**config.mk**
```make
export PLATFORM = sky130hd
export DESIGN_NAME = tcp_udp_checksum_engine_unit_flat
export DESIGN_NICKNAME = d
export VERILOG_FILES = /design/src/hdl/tuc_pkg.sv /design/src/hdl/tuc_if.sv /design/src/hdl/tuc_front.sv /design/src/hdl/tuc_queue.sv /design/src/hdl/tuc_back.sv /design/src/hdl/tcp_udp_checksum_engine_unit.sv /design/src/flat_wrapper.sv
export SDC_FILE = /design/constraint.sdc
export NUM_CORES = 1
export LEC_CHECK = 0
export BUFFER_PORTS_ARGS = -buffer_cell sky130_fd_sc_hd__buf_2
export CORE_MARGIN = 2
export CORE_UTILIZATION = 45
export CTS_CLUSTER_DIAMETER = 150
export DETAILED_ROUTE_END_ITERATION = 10
export PLACE_DENSITY = 0.65
export SYNTH_ARGS = -nofsm -noshare
export SYNTH_HDL_FRONTEND = slang
export SYNTH_HIERARCHICAL = 1
export SYNTH_SLANG_ARGS = --single-unit
```
**constraint.sdc**
```tcl
create_clock -name i_clk -period 26.4 [get_ports i_clk]
set_clock_uncertainty 0.05 [all_clocks]
set_input_delay 5.28 -clock i_clk [delete_from_list [all_inputs] [get_ports i_clk]]
set_output_delay 5.28 -clock i_clk [all_outputs]
set_load 0.02 [all_outputs]
```
**src/hdl/tuc_pkg.sv**
```systemverilog
// tuc_pkg: shared types and constants of the tcp/udp checksum engine
// depends on nothing; used by every module
package tuc_pkg;

    // item codes
    localparam logic OP_START = 1'b0;
    localparam logic OP_DATA  = 1'b1;

    // protocol numbers carried in the pseudo-header
    localparam logic [15:0] PROTO_TCP = 16'd6;
    localparam logic [15:0] PROTO_UDP = 16'd17;

    // position of the checksum field inside the segment, in 16-bit words
    localparam logic [14:0] CSUM_WORD_TCP = 15'd8;
    localparam logic [14:0] CSUM_WORD_UDP = 15'd3;
    localparam logic [14:0] INDEX_MAX     = 15'h7FFF;

    localparam logic [15:0] ALL_ONES = 16'hFFFF;

    // decoupling queue between front and back
    localparam int QUEUE_DEPTH = 4;
    localparam int QUEUE_AW    = $clog2(QUEUE_DEPTH);

    // classified item as it travels through the queue
    typedef struct packed {
        logic        is_start;
        logic [15:0] psum;
        logic        tcp;
        logic        odd;
        logic [15:0] data_word;
        logic        last;
    } t_item;

endpackage

```
**src/hdl/tuc_if.sv**
```systemverilog
// tuc_if: valid/ready channel interfaces of the checksum engine
// depends on nothing; widths follow the item fields
interface tuc_in_if;
    logic        valid;
    logic        ready;
    logic        op;
    logic [31:0] src_addr;
    logic [31:0] dst_addr;
    logic        is_tcp;
    logic [15:0] ip_total_length;
    logic [3:0]  ip_header_words;
    logic [15:0] data_word;
    logic        last;

    modport source (
        output valid, op, src_addr, dst_addr, is_tcp, ip_total_length,
               ip_header_words, data_word, last,
        input  ready
    );
    modport sink (
        input  valid, op, src_addr, dst_addr, is_tcp, ip_total_length,
               ip_header_words, data_word, last,
        output ready
    );
endinterface

interface tuc_out_if;
    logic        valid;
    logic        ready;
    logic [15:0] checksum;

    modport source (output valid, checksum, input ready);
    modport sink (input valid, checksum, output ready);
endinterface

```
**src/hdl/tuc_front.sv**
```systemverilog
// tuc_front: accepts requests, classifies them and folds the pseudo-header sum
// depends on tuc_pkg and tuc_in_if
module tuc_front (
    tuc_in_if.sink          i_in,
    input  logic            i_full,
    output logic            o_wr_valid,
    output tuc_pkg::t_item  o_wr_item
);

    logic [15:0] seglen;
    logic [15:0] proto;
    logic [18:0] wide_sum;
    logic [16:0] fold1;
    logic [15:0] fold2;

    // segment length from total length and header length, wraps mod 2^16
    assign seglen = i_in.ip_total_length - {10'd0, i_in.ip_header_words, 2'b00};
    assign proto  = i_in.is_tcp ? tuc_pkg::PROTO_TCP : tuc_pkg::PROTO_UDP;

    // pseudo-header: six halves summed wide, then folded twice
    assign wide_sum = {3'd0, i_in.src_addr[31:16]} + {3'd0, i_in.src_addr[15:0]}
                    + {3'd0, i_in.dst_addr[31:16]}
                    + {3'd0, i_in.dst_addr[15:0]}
                    + {3'd0, proto} + {3'd0, seglen};
    assign fold1 = {1'b0, wide_sum[15:0]} + {14'd0, wide_sum[18:16]};
    assign fold2 = fold1[15:0] + {15'd0, fold1[16]};

    // handshake: take a request whenever the queue has room
    assign i_in.ready = !i_full;
    assign o_wr_valid = i_in.valid && !i_full;

    // classified item
    always_comb begin
        o_wr_item.is_start  = (i_in.op == tuc_pkg::OP_START);
        o_wr_item.psum      = fold2;
        o_wr_item.tcp       = i_in.is_tcp;
        o_wr_item.odd       = seglen[0];
        o_wr_item.data_word = i_in.data_word;
        o_wr_item.last      = i_in.last;
    end

endmodule

```
**src/hdl/tuc_queue.sv**
```systemverilog
// tuc_queue: short register queue between front and back
// depends on tuc_pkg
module tuc_queue (
    input  logic            i_clk,
    input  logic            i_rst_n,
    input  logic            i_wr_valid,
    input  tuc_pkg::t_item  i_wr_item,
    output logic            o_full,
    input  logic            i_pop,
    output logic            o_rd_valid,
    output tuc_pkg::t_item  o_rd_item
);

    tuc_pkg::t_item r_mem [tuc_pkg::QUEUE_DEPTH];
    logic [tuc_pkg::QUEUE_AW-1:0] r_wr_ptr, n_wr_ptr;
    logic [tuc_pkg::QUEUE_AW-1:0] r_rd_ptr, n_rd_ptr;
    logic [tuc_pkg::QUEUE_AW:0]   r_count,  n_count;
    logic push, pop;

    assign o_full     = (r_count == (tuc_pkg::QUEUE_AW+1)'(tuc_pkg::QUEUE_DEPTH));
    assign o_rd_valid = (r_count != '0);
    assign o_rd_item  = r_mem[r_rd_ptr];
    assign push       = i_wr_valid && !o_full;
    assign pop        = i_pop && o_rd_valid;

    // pointer and fill count update
    always_comb begin
        n_wr_ptr = push ? r_wr_ptr + 1'b1 : r_wr_ptr;
        n_rd_ptr = pop ? r_rd_ptr + 1'b1 : r_rd_ptr;
        n_count  = r_count;
        if (push && !pop) begin
            n_count = r_count + 1'b1;
        end else if (pop && !push) begin
            n_count = r_count - 1'b1;
        end
    end

    always_ff @(posedge i_clk) begin
        if (!i_rst_n) begin
            r_wr_ptr <= '0;
            r_rd_ptr <= '0;
            r_count  <= '0;
        end else begin
            r_wr_ptr <= n_wr_ptr;
            r_rd_ptr <= n_rd_ptr;
            r_count  <= n_count;
        end
    end

    // storage, no reset needed
    always_ff @(posedge i_clk) begin
        if (push) begin
            r_mem[r_wr_ptr] <= i_wr_item;
        end
    end

endmodule

```
**src/hdl/tuc_back.sv**
```systemverilog
// tuc_back: running ones-complement sum, final fold and result register
// depends on tuc_pkg and tuc_out_if
module tuc_back (
    input  logic            i_clk,
    input  logic            i_rst_n,
    input  logic            i_rd_valid,
    input  tuc_pkg::t_item  i_rd_item,
    output logic            o_pop,
    tuc_out_if.source       o_out
);

    logic [15:0] r_sum,   n_sum;
    logic [14:0] r_index, n_index;
    logic        r_tcp,   n_tcp;
    logic        r_odd,   n_odd;
    logic        r_out_valid, n_out_valid;
    logic [15:0] r_checksum,  n_checksum;

    logic        need_out;
    logic [14:0] csum_at;
    logic [15:0] word;
    logic [16:0] add_wide;
    logic [15:0] add_sum;
    logic [15:0] inverted;

    // only a last word needs the result register free or draining
    assign need_out = !i_rd_item.is_start && i_rd_item.last;
    assign o_pop    = i_rd_valid && (!need_out || !r_out_valid || o_out.ready);

    // data word with checksum field and pad byte masked
    always_comb begin
        csum_at = r_tcp ? tuc_pkg::CSUM_WORD_TCP : tuc_pkg::CSUM_WORD_UDP;
        word    = i_rd_item.data_word;
        if (r_index == csum_at) begin
            word = '0;
        end
        if (i_rd_item.last && r_odd) begin
            word[7:0] = 8'h00;
        end
        add_wide = {1'b0, r_sum} + {1'b0, word};
        add_sum  = add_wide[15:0] + {15'd0, add_wide[16]};
        inverted = ~add_sum;
    end

    // state update and result capture
    always_comb begin
        n_sum       = r_sum;
        n_index     = r_index;
        n_tcp       = r_tcp;
        n_odd       = r_odd;
        n_out_valid = r_out_valid && !o_out.ready;
        n_checksum  = r_checksum;
        if (o_pop) begin
            if (i_rd_item.is_start) begin
                n_sum   = i_rd_item.psum;
                n_index = '0;
                n_tcp   = i_rd_item.tcp;
                n_odd   = i_rd_item.odd;
            end else if (i_rd_item.last) begin
                n_sum       = '0;
                n_index     = '0;
                n_out_valid = 1'b1;
                // udp reserves zero for no checksum
                n_checksum  = (!r_tcp && inverted == '0) ? tuc_pkg::ALL_ONES : inverted;
            end else begin
                n_sum   = add_sum;
                n_index = (r_index < tuc_pkg::INDEX_MAX) ? r_index + 1'b1 : r_index;
            end
        end
    end

    always_ff @(posedge i_clk) begin
        if (!i_rst_n) begin
            r_sum       <= '0;
            r_index     <= '0;
            r_tcp       <= 1'b0;
            r_odd       <= 1'b0;
            r_out_valid <= 1'b0;
        end else begin
            r_sum       <= n_sum;
            r_index     <= n_index;
            r_tcp       <= n_tcp;
            r_odd       <= n_odd;
            r_out_valid <= n_out_valid;
        end
    end

    always_ff @(posedge i_clk) begin
        r_checksum <= n_checksum;
    end

    assign o_out.valid    = r_out_valid;
    assign o_out.checksum = r_checksum;

endmodule

```
**src/hdl/tcp_udp_checksum_engine_unit.sv**
```systemverilog
// tcp_udp_checksum_engine_unit: top level of the tcp/udp checksum engine
// depends on tuc_pkg, tuc_if, tuc_front, tuc_queue and tuc_back
//
// Computes the TCP or UDP checksum of a segment. A start request loads the
// pseudo-header (addresses, protocol, segment length from total length less
// the IP header); each data request adds one 16-bit word, the checksum field
// counting as zero and an odd tail byte padded; the request marked last gives
// the inverted folded sum, a UDP zero being sent as all ones. One request is
// taken every clock while the queue has room: the front folds the
// pseudo-header combinationally and writes a four-entry queue, the back does
// one end-around-carry add per cycle, and the result waits in an output
// register; a last word stalls the back while that register is still held.
module tcp_udp_checksum_engine_unit (
    input  logic       i_clk,
    input  logic       i_rst_n,
    tuc_in_if.sink     i_in,
    tuc_out_if.source  o_out
);

    logic           wr_valid;
    tuc_pkg::t_item wr_item;
    logic           full;
    logic           pop;
    logic           rd_valid;
    tuc_pkg::t_item rd_item;

    // classification and pseudo-header
    tuc_front u_front (
        .i_in       (i_in),
        .i_full     (full),
        .o_wr_valid (wr_valid),
        .o_wr_item  (wr_item)
    );

    // decoupling queue
    tuc_queue u_queue (
        .i_clk      (i_clk),
        .i_rst_n    (i_rst_n),
        .i_wr_valid (wr_valid),
        .i_wr_item  (wr_item),
        .o_full     (full),
        .i_pop      (pop),
        .o_rd_valid (rd_valid),
        .o_rd_item  (rd_item)
    );

    // running sum and result
    tuc_back u_back (
        .i_clk      (i_clk),
        .i_rst_n    (i_rst_n),
        .i_rd_valid (rd_valid),
        .i_rd_item  (rd_item),
        .o_pop      (pop),
        .o_out      (o_out)
    );

endmodule

```
**src/flat_wrapper.sv**
```systemverilog
// flat-port wrapper written by rule: the top's interface ports become plain ports
module tcp_udp_checksum_engine_unit_flat 
  (i_clk, i_rst_n, i_in_valid, i_in_op, i_in_src_addr, i_in_dst_addr, i_in_is_tcp, i_in_ip_total_length, i_in_ip_header_words, i_in_data_word, i_in_last, i_in_ready, o_out_valid, o_out_checksum, o_out_ready);
  tuc_in_if i_in_i ();
  tuc_out_if o_out_i ();
  input  logic i_clk;
  input  logic i_rst_n;
  input wire logic [$bits(i_in_i.valid)-1:0] i_in_valid;
  input wire logic [$bits(i_in_i.op)-1:0] i_in_op;
  input wire logic [$bits(i_in_i.src_addr)-1:0] i_in_src_addr;
  input wire logic [$bits(i_in_i.dst_addr)-1:0] i_in_dst_addr;
  input wire logic [$bits(i_in_i.is_tcp)-1:0] i_in_is_tcp;
  input wire logic [$bits(i_in_i.ip_total_length)-1:0] i_in_ip_total_length;
  input wire logic [$bits(i_in_i.ip_header_words)-1:0] i_in_ip_header_words;
  input wire logic [$bits(i_in_i.data_word)-1:0] i_in_data_word;
  input wire logic [$bits(i_in_i.last)-1:0] i_in_last;
  output wire logic [$bits(i_in_i.ready)-1:0] i_in_ready;
  output wire logic [$bits(o_out_i.valid)-1:0] o_out_valid;
  output wire logic [$bits(o_out_i.checksum)-1:0] o_out_checksum;
  input wire logic [$bits(o_out_i.ready)-1:0] o_out_ready;
  assign i_in_i.valid = i_in_valid;
  assign i_in_i.op = i_in_op;
  assign i_in_i.src_addr = i_in_src_addr;
  assign i_in_i.dst_addr = i_in_dst_addr;
  assign i_in_i.is_tcp = i_in_is_tcp;
  assign i_in_i.ip_total_length = i_in_ip_total_length;
  assign i_in_i.ip_header_words = i_in_ip_header_words;
  assign i_in_i.data_word = i_in_data_word;
  assign i_in_i.last = i_in_last;
  assign i_in_ready = i_in_i.ready;
  assign o_out_valid = o_out_i.valid;
  assign o_out_checksum = o_out_i.checksum;
  assign o_out_i.ready = o_out_ready;
  tcp_udp_checksum_engine_unit u_core (.i_clk(i_clk), .i_rst_n(i_rst_n), .i_in(i_in_i), .o_out(o_out_i));
endmodule
```
==> results of run 1 <==
worst max path at each step:
stage                                 start                           to  slack (ps)  depth (start not counted)
global route        i_in_ip_total_length[2]  u_core/u_queue/r_mem[2][33]       12200                         38
CTS                 i_in_ip_total_length[2]  u_core/u_queue/r_mem[1][33]       12930                         38
finish              i_in_ip_total_length[2]  u_core/u_queue/r_mem[2][33]       12970                         38
global placement    i_in_ip_total_length[2]  u_core/u_queue/r_mem[0][33]       12640                         38
detailed placement  i_in_ip_total_length[2]  u_core/u_queue/r_mem[0][33]       12420                         38
floorplan           i_in_ip_total_length[2]  u_core/u_queue/r_mem[0][33]       13170                         37
critical path, delay by kind of cell:
family          cells  cell delay (ps)
compound gates      9             1820
buf+inv             4              210
fa+ha+maj          10             2890
simple gates       12             2890
xor+xnor            3              560
per-stage QoR:
step	instance area (µm²)	hold slack (ps)
after global placement	13400	411
final	14100	433
after detailed placement	13400	418
after CTS	14100	426
after global routing	14100	473
after floorplan	12600	391
report_power, final:
part	leakage [nW]	internal, mW	switching [mW]	total [mW]
combinational	3.45	0.423	0.689	1.11
clock	0.309	0.161	0.117	0.278
sequential	1.81	0.502	0.0246	0.526
synth_stat cells, drive strengths merged, types with 12 or more instances:
cell type  number  area (µm²)
nor2b          17         106
nand3          20         110
xnor2          37         332
xor2           45         409
clkbuf         14        63.8
o21ai          33         169
nand2          62         235
dfxtp          43         861
nor2           51         199
ha             61         763
nor3           18         101
and3           12        81.3
nand4          13        87.6
and2           30         189
fa             56        1120
buf            31         261
a21oi          32         160
mux4           36         818
inv           108         405
edfxtp        160        4800
sequential cells by signal, summed over array words and instances (netlist names), named ones only:
| name | flops |
|---|---|
| u_core/u_queue/r_mem | 144 |
| u_core/u_back/o_out.checksum | 16 |
| u_core/u_back/r_sum | 16 |
| u_core/u_back/r_index | 15 |
| u_core/u_queue/r_count | 3 |
| u_core/u_queue/r_rd_ptr | 2 |
| u_core/u_queue/r_wr_ptr | 2 |
| u_core/u_back/o_out.valid | 1 |
| u_core/u_back/r_odd | 1 |
| u_core/u_back/r_tcp | 1 |
final cells by class:
type | instances | area [µm²]
repair buffers | 134 | 696
inverters | 108 | 405
flip-flops and latches | 203 | 5670
fillers | 2477 | 13600
diodes | 1 | 2.50
well taps | 378 | 473
clock buffers | 31 | 573
multi-input cells | 674 | 6180
clock inverters | 7 | 68.8
cells by family after synthesis:
| family | after synthesis |
|---|---|
| AOI/OAI and AO/OA | 157 |
| adders and majority gates | 118 |
| xor gates and xnor gates | 82 |
| muxes | 40 |
| buffers and inverters | 153 |
| DFF | 203 |
| and+or+nand+nor | 277 |
layer usage:
layer | up-vias | global-route usage
met5 | - | 0
met4 | 0 | 0.0383
met3 | 34 | 0.0245
met2 | 220 | 0.278
met1 | 3915 | 0.254
li1 | 3919 | -
==> impl_metrics.tcl, run 1 <==
set metrics [dict create \
    final_cell_mix "edfxtp_1 (160), buf_2 (124), inv_1 (108)" \
    max_stage_delay_ps 620 \
    r2r_cells 22 \
    cts_root_buffer "clkbuf_16" \
    wirelength_um 24900 \
    r2r_setup_slack_ps 19490 \
    yosys.area_share.simple 0.123 \
    drv_cap 0 \
    area_delta_synth_final_pct 11.8 \
    worstHoldStart "u_core/u_back/r_sum[11]" \
    synth-compound-area-share 0.0901 \
    synth_ff_type "edfxtp_1" \
    wl_met3_um 1400 \
    final_util 0.509 \
    p_per_area_mw_per_mm2 136 \
    setup_viol 0 \
    cts_setup_buffers 0 \
    status "finished, final reports clean" \
    synth_top_family_by_area "adder cells" \
    muxShareOfSynthArea 0.0684 \
    placed_cells 1497 \
    worstPathRequired_ps 26640 \
    final_layout_size_suffix_gt1_frac 0.204 \
    hold_buffers 0 \
    cts_resized 0 \
    via_per_inst 5.27 \
    cts_buffers 21 \
    hp-class "reg2reg" \
    dr.pass1.iters 5 \
    period_share 0.509 \
    drt_iter0_drc 625 \
    drv_slew 0 \
    cp-end-kind "flop" \
    grt_max_degree 37 \
    hold_depth 2 \
    core_mm2 0.0276 \
    grt_pass1_wl_um 40400 \
    initial_core_util 0.455 \
    ys_async_sr_fraction 0 \
    grt_pass1_vias 7919 \
    die_x_um 171 \
    synth_cells 1030 \
    instances_no_fill 1536 \
    wl_met2_um 11300 \
    synth.distinct_cells 93 \
    hpwl_um 18400 \
    crit_type "in2reg" \
    top_layer "met4" \
    timing.final.hold_violations 0 \
    synth_edf_count 160 \
    layout.nets 1366 \
    layout_commonest_cell "edfxtp_1" \
    overflow 0 \
    htreeDepth 1 \
    critPathMostFrequentCell "ha_1" \
    cts_tree "done" \
    finalCriticalPeriod_ps 13430 \
    crit_fanout 5 \
    synth_seq_cells 203 \
    r2r_end "u_core/u_back/o_out.checksum[15]" \
    drcViolationCount 0 \
    die_y_um 171 \
    clkTransAtPathRegs_ps 60 \
    maxSlewHeadroom 0.329 \
    syn_avg_cell_area_um2 12.2 \
    start_kind "primary input" \
    vias 8088 \
    io_pins 125 \
    cts_sinks 203 \
    die-area_mm2 0.0293 \
    synthXorXnorAreaFrac 0.0589 \
    clk_latency_ps 500 \
    p_total_mw 1.92 \
    place_congestion 0.901 \
    p_leak_nw 5.58 \
    netlist_area_mm2 0.0126 \
    grt.total_usage 0.174 \
    wl_met1_um 11700 \
    pre_cts_ws_ps 12420 \
    synth_seq_area_share 0.451 \
    cts.path.max_buffers 3 \
    yosys_warnings 6 \
    wl_per_cell_um 16.2 \
    io_buffer_count 124 \
    min_to "u_core/u_back/r_sum[11]" \
    drtAntennaViolNets 0 \
    tns_ps 0 \
    crit_path_top_delay_cell "or4_4" \
    num_rows 61 \
    yosys.area_share.adder 0.151 \
    vdd_drop_max_v 0.0000504 \
    worst_slack_ps 12970 \
    cp.arrival_ps 13670 \
    rsz0062_at_grt "false" \
    max_freq_mhz 74.5 \
    antenna_found_initial 0 \
    syn-num-nets 1254 \
    tightest_slew_ps 999 \
]
No activity file was read; power rests on OpenSTA's default activity.
==> run 2, diff against run 1 <==
==> constraint.sdc (replaced) <==
create_clock -name i_clk -period 14.08 [get_ports i_clk]
set_clock_uncertainty 0.05 [all_clocks]
set_input_delay 2.816 -clock i_clk [delete_from_list [all_inputs] [get_ports i_clk]]
set_output_delay 2.816 -clock i_clk [all_outputs]
set_load 0.02 [all_outputs]
==> run 2 against run 1 <==
- clock power increased by 110%
- sequential power rose by 88%
- critical path type unchanged
- global-route usage about the same
- routed wire length is 0.31% higher
- sequential share of layout area is 0.25 points lower
- die area did not move
- count of clock-buffer cells in the layout did not move
- largest cell class unchanged
==> impl_metrics.tcl, run 2 (synthesis gave the netlist of run 1 again) <==
set metrics [dict create \
    cts_root_buffer "clkbuf_16" \
    vias 8085 \
    overflow 0 \
    p_switching_mw 1.57 \
    wl_per_cell_um 16.2 \
    cts_tree "done" \
    dr.pass1.iters 5 \
    period_share 0.778 \
    rsz0062_at_grt "false" \
    hold_buffers 0 \
    antenna_found_initial 4 \
    nFillCells 2462 \
    grt.total_usage 0.174 \
    grt_pass1_vias 7879 \
    crit_fanout 5 \
    multiInputGateArea_mm2 0.00618 \
    layout_commonest_cell "edfxtp_1" \
    top_register "u_core/u_queue/r_mem" \
    place_area_mm2 0.0134 \
    area_delta_synth_final_pct 12.5 \
    io_buffer_count 124 \
    cts_setup_buffers 0 \
    cp-end-kind "flop" \
    die-area_mm2 0.0293 \
    p_clk_frac 0.158 \
    hp-class "reg2reg" \
    p_leak_nw 5.62 \
    vdd_drop_max_v 0.000103 \
    layout.nets 1368 \
    cts_sinks 203 \
    core_mm2 0.0276 \
    worstPathRequired_ps 14340 \
    via_per_inst 5.25 \
    max_stage_delay_ps 620 \
    drcViolationCount 0 \
    maxSlewHeadroom 0.323 \
    num_rows 61 \
    p_sw_frac 0.431 \
    crit_type "in2reg" \
    clk_latency_ps 510 \
    grt_max_degree 37 \
    wirelength_um 25000 \
    tightest_slew_ps 1010 \
    finalCriticalPeriod_ps 10960 \
    cts.path.max_buffers 3 \
    drtAntennaViolNets 0 \
    p_per_area_mw_per_mm2 258 \
    cp_top_family "simple AND/OR/NAND/NOR gates" \
    timing.final.hold_violations 0 \
    critPathMostFrequentCell "ha_1" \
    power_frac_seq 0.271 \
    status "finished, final reports clean" \
    cts_resized 0 \
    cp.arrival_ps 11220 \
    setup_viol 0 \
    p_total_mw 3.65 \
    htreeDepth 1 \
    max_freq_mhz 91.3 \
    critical_path_buf_inv_count 4 \
    tns_ps 0 \
    final_cell_mix "edfxtp_1 (160), buf_2 (124), inv_1 (108)" \
    hpwl_um 18500 \
    drv_slew 0 \
    start_kind "primary input" \
    cts_buffers 23 \
    initial_core_util 0.455 \
    drv_cap 0 \
    io_pins 125 \
    crit_path_top_delay_cell "or4_4" \
    die_y_um 171 \
    clkTransAtPathRegs_ps 60 \
    final_layout_size_suffix_gt1_frac 0.206 \
    stdcell_area_mm2 0.0141 \
    seqCellArea_mm2 0.00567 \
    die_x_um 171 \
    drt_iter0_drc 557 \
    place_congestion 0.901 \
    p_comb_frac 0.572 \
    p_int_mw 2.07 \
    grt_pass1_wl_um 40100 \
    largest_reg_flops 144 \
]
==> run 2: power by group through the flow <==
stage	logic (mW)	clock network, mW	registers [mW]
after floorplan	1.59	0	1.01
after global placement	2.05	0	0.994
after detailed placement	2.07	0	1.00
after CTS	2.08	0.591	0.988
after global routing	2.30	0.613	0.999
final	2.08	0.575	0.987
==> run 2: metal layers <==
| layer | GRT usage | wire (µm) | vias to the layer above |
|---|---|---|---|
| li1 | - | - | 3923 |
| met1 | 0.248 | 11700 | 3925 |
| met2 | 0.283 | 11400 | 210 |
| met3 | 0.0264 | 1440 | 27 |
| met4 | 0.0365 | 384 | 0 |
| met5 | 0 | 0 | - |
==> run 2: area by class of cell <==
class / count / area share
multi-input combinational: 674 / 0.437
antenna: 1 / 0.000177
clock buffer: 31 / 0.0428
tap: 378 / 0.0334
timing repair buffer: 134 / 0.0492
clock inverter: 11 / 0.00867
inverter: 108 / 0.0287
sequential: 203 / 0.401
==> run 2: worst paths after layout <==
check | cells past startpoint | endpoint | slack, ps | start
max | 38 | u_core/u_queue/r_mem[2][33] | 3120 | i_in_ip_total_length[2]
min | 2 | u_core/u_back/r_sum[11] | 420 | u_core/u_back/r_sum[11]
max reg2reg | 22 | u_core/u_back/o_out.checksum[15] | 7170 | flop
min reg2reg | 2 | u_core/u_back/r_sum[11] | 420 | u_core/u_back/r_sum[11]
==> run 2: worst min-delay path: stages, from the launching register on <==
cell	delay, ps
dfxtp_1	310
nand2_1	50
a21boi_0	60
==> run 2: per-stage QoR <==
stage / cells / hold slack [ps] / setup WS [ps] / utilization
6_report: 1540 / 423 / 3120 / 0.512
5_1_grt: 1539 / 449 / 2390 / 0.512
4_1_cts: 1539 / 424 / 3100 / 0.512
3_5_place_dp: 1497 / 413 / 2580 / 0.486
3_3_place_gp: 1497 / 411 / 2780 / 0.486
2_1_floorplan: 1030 / 391 / 3320 / -
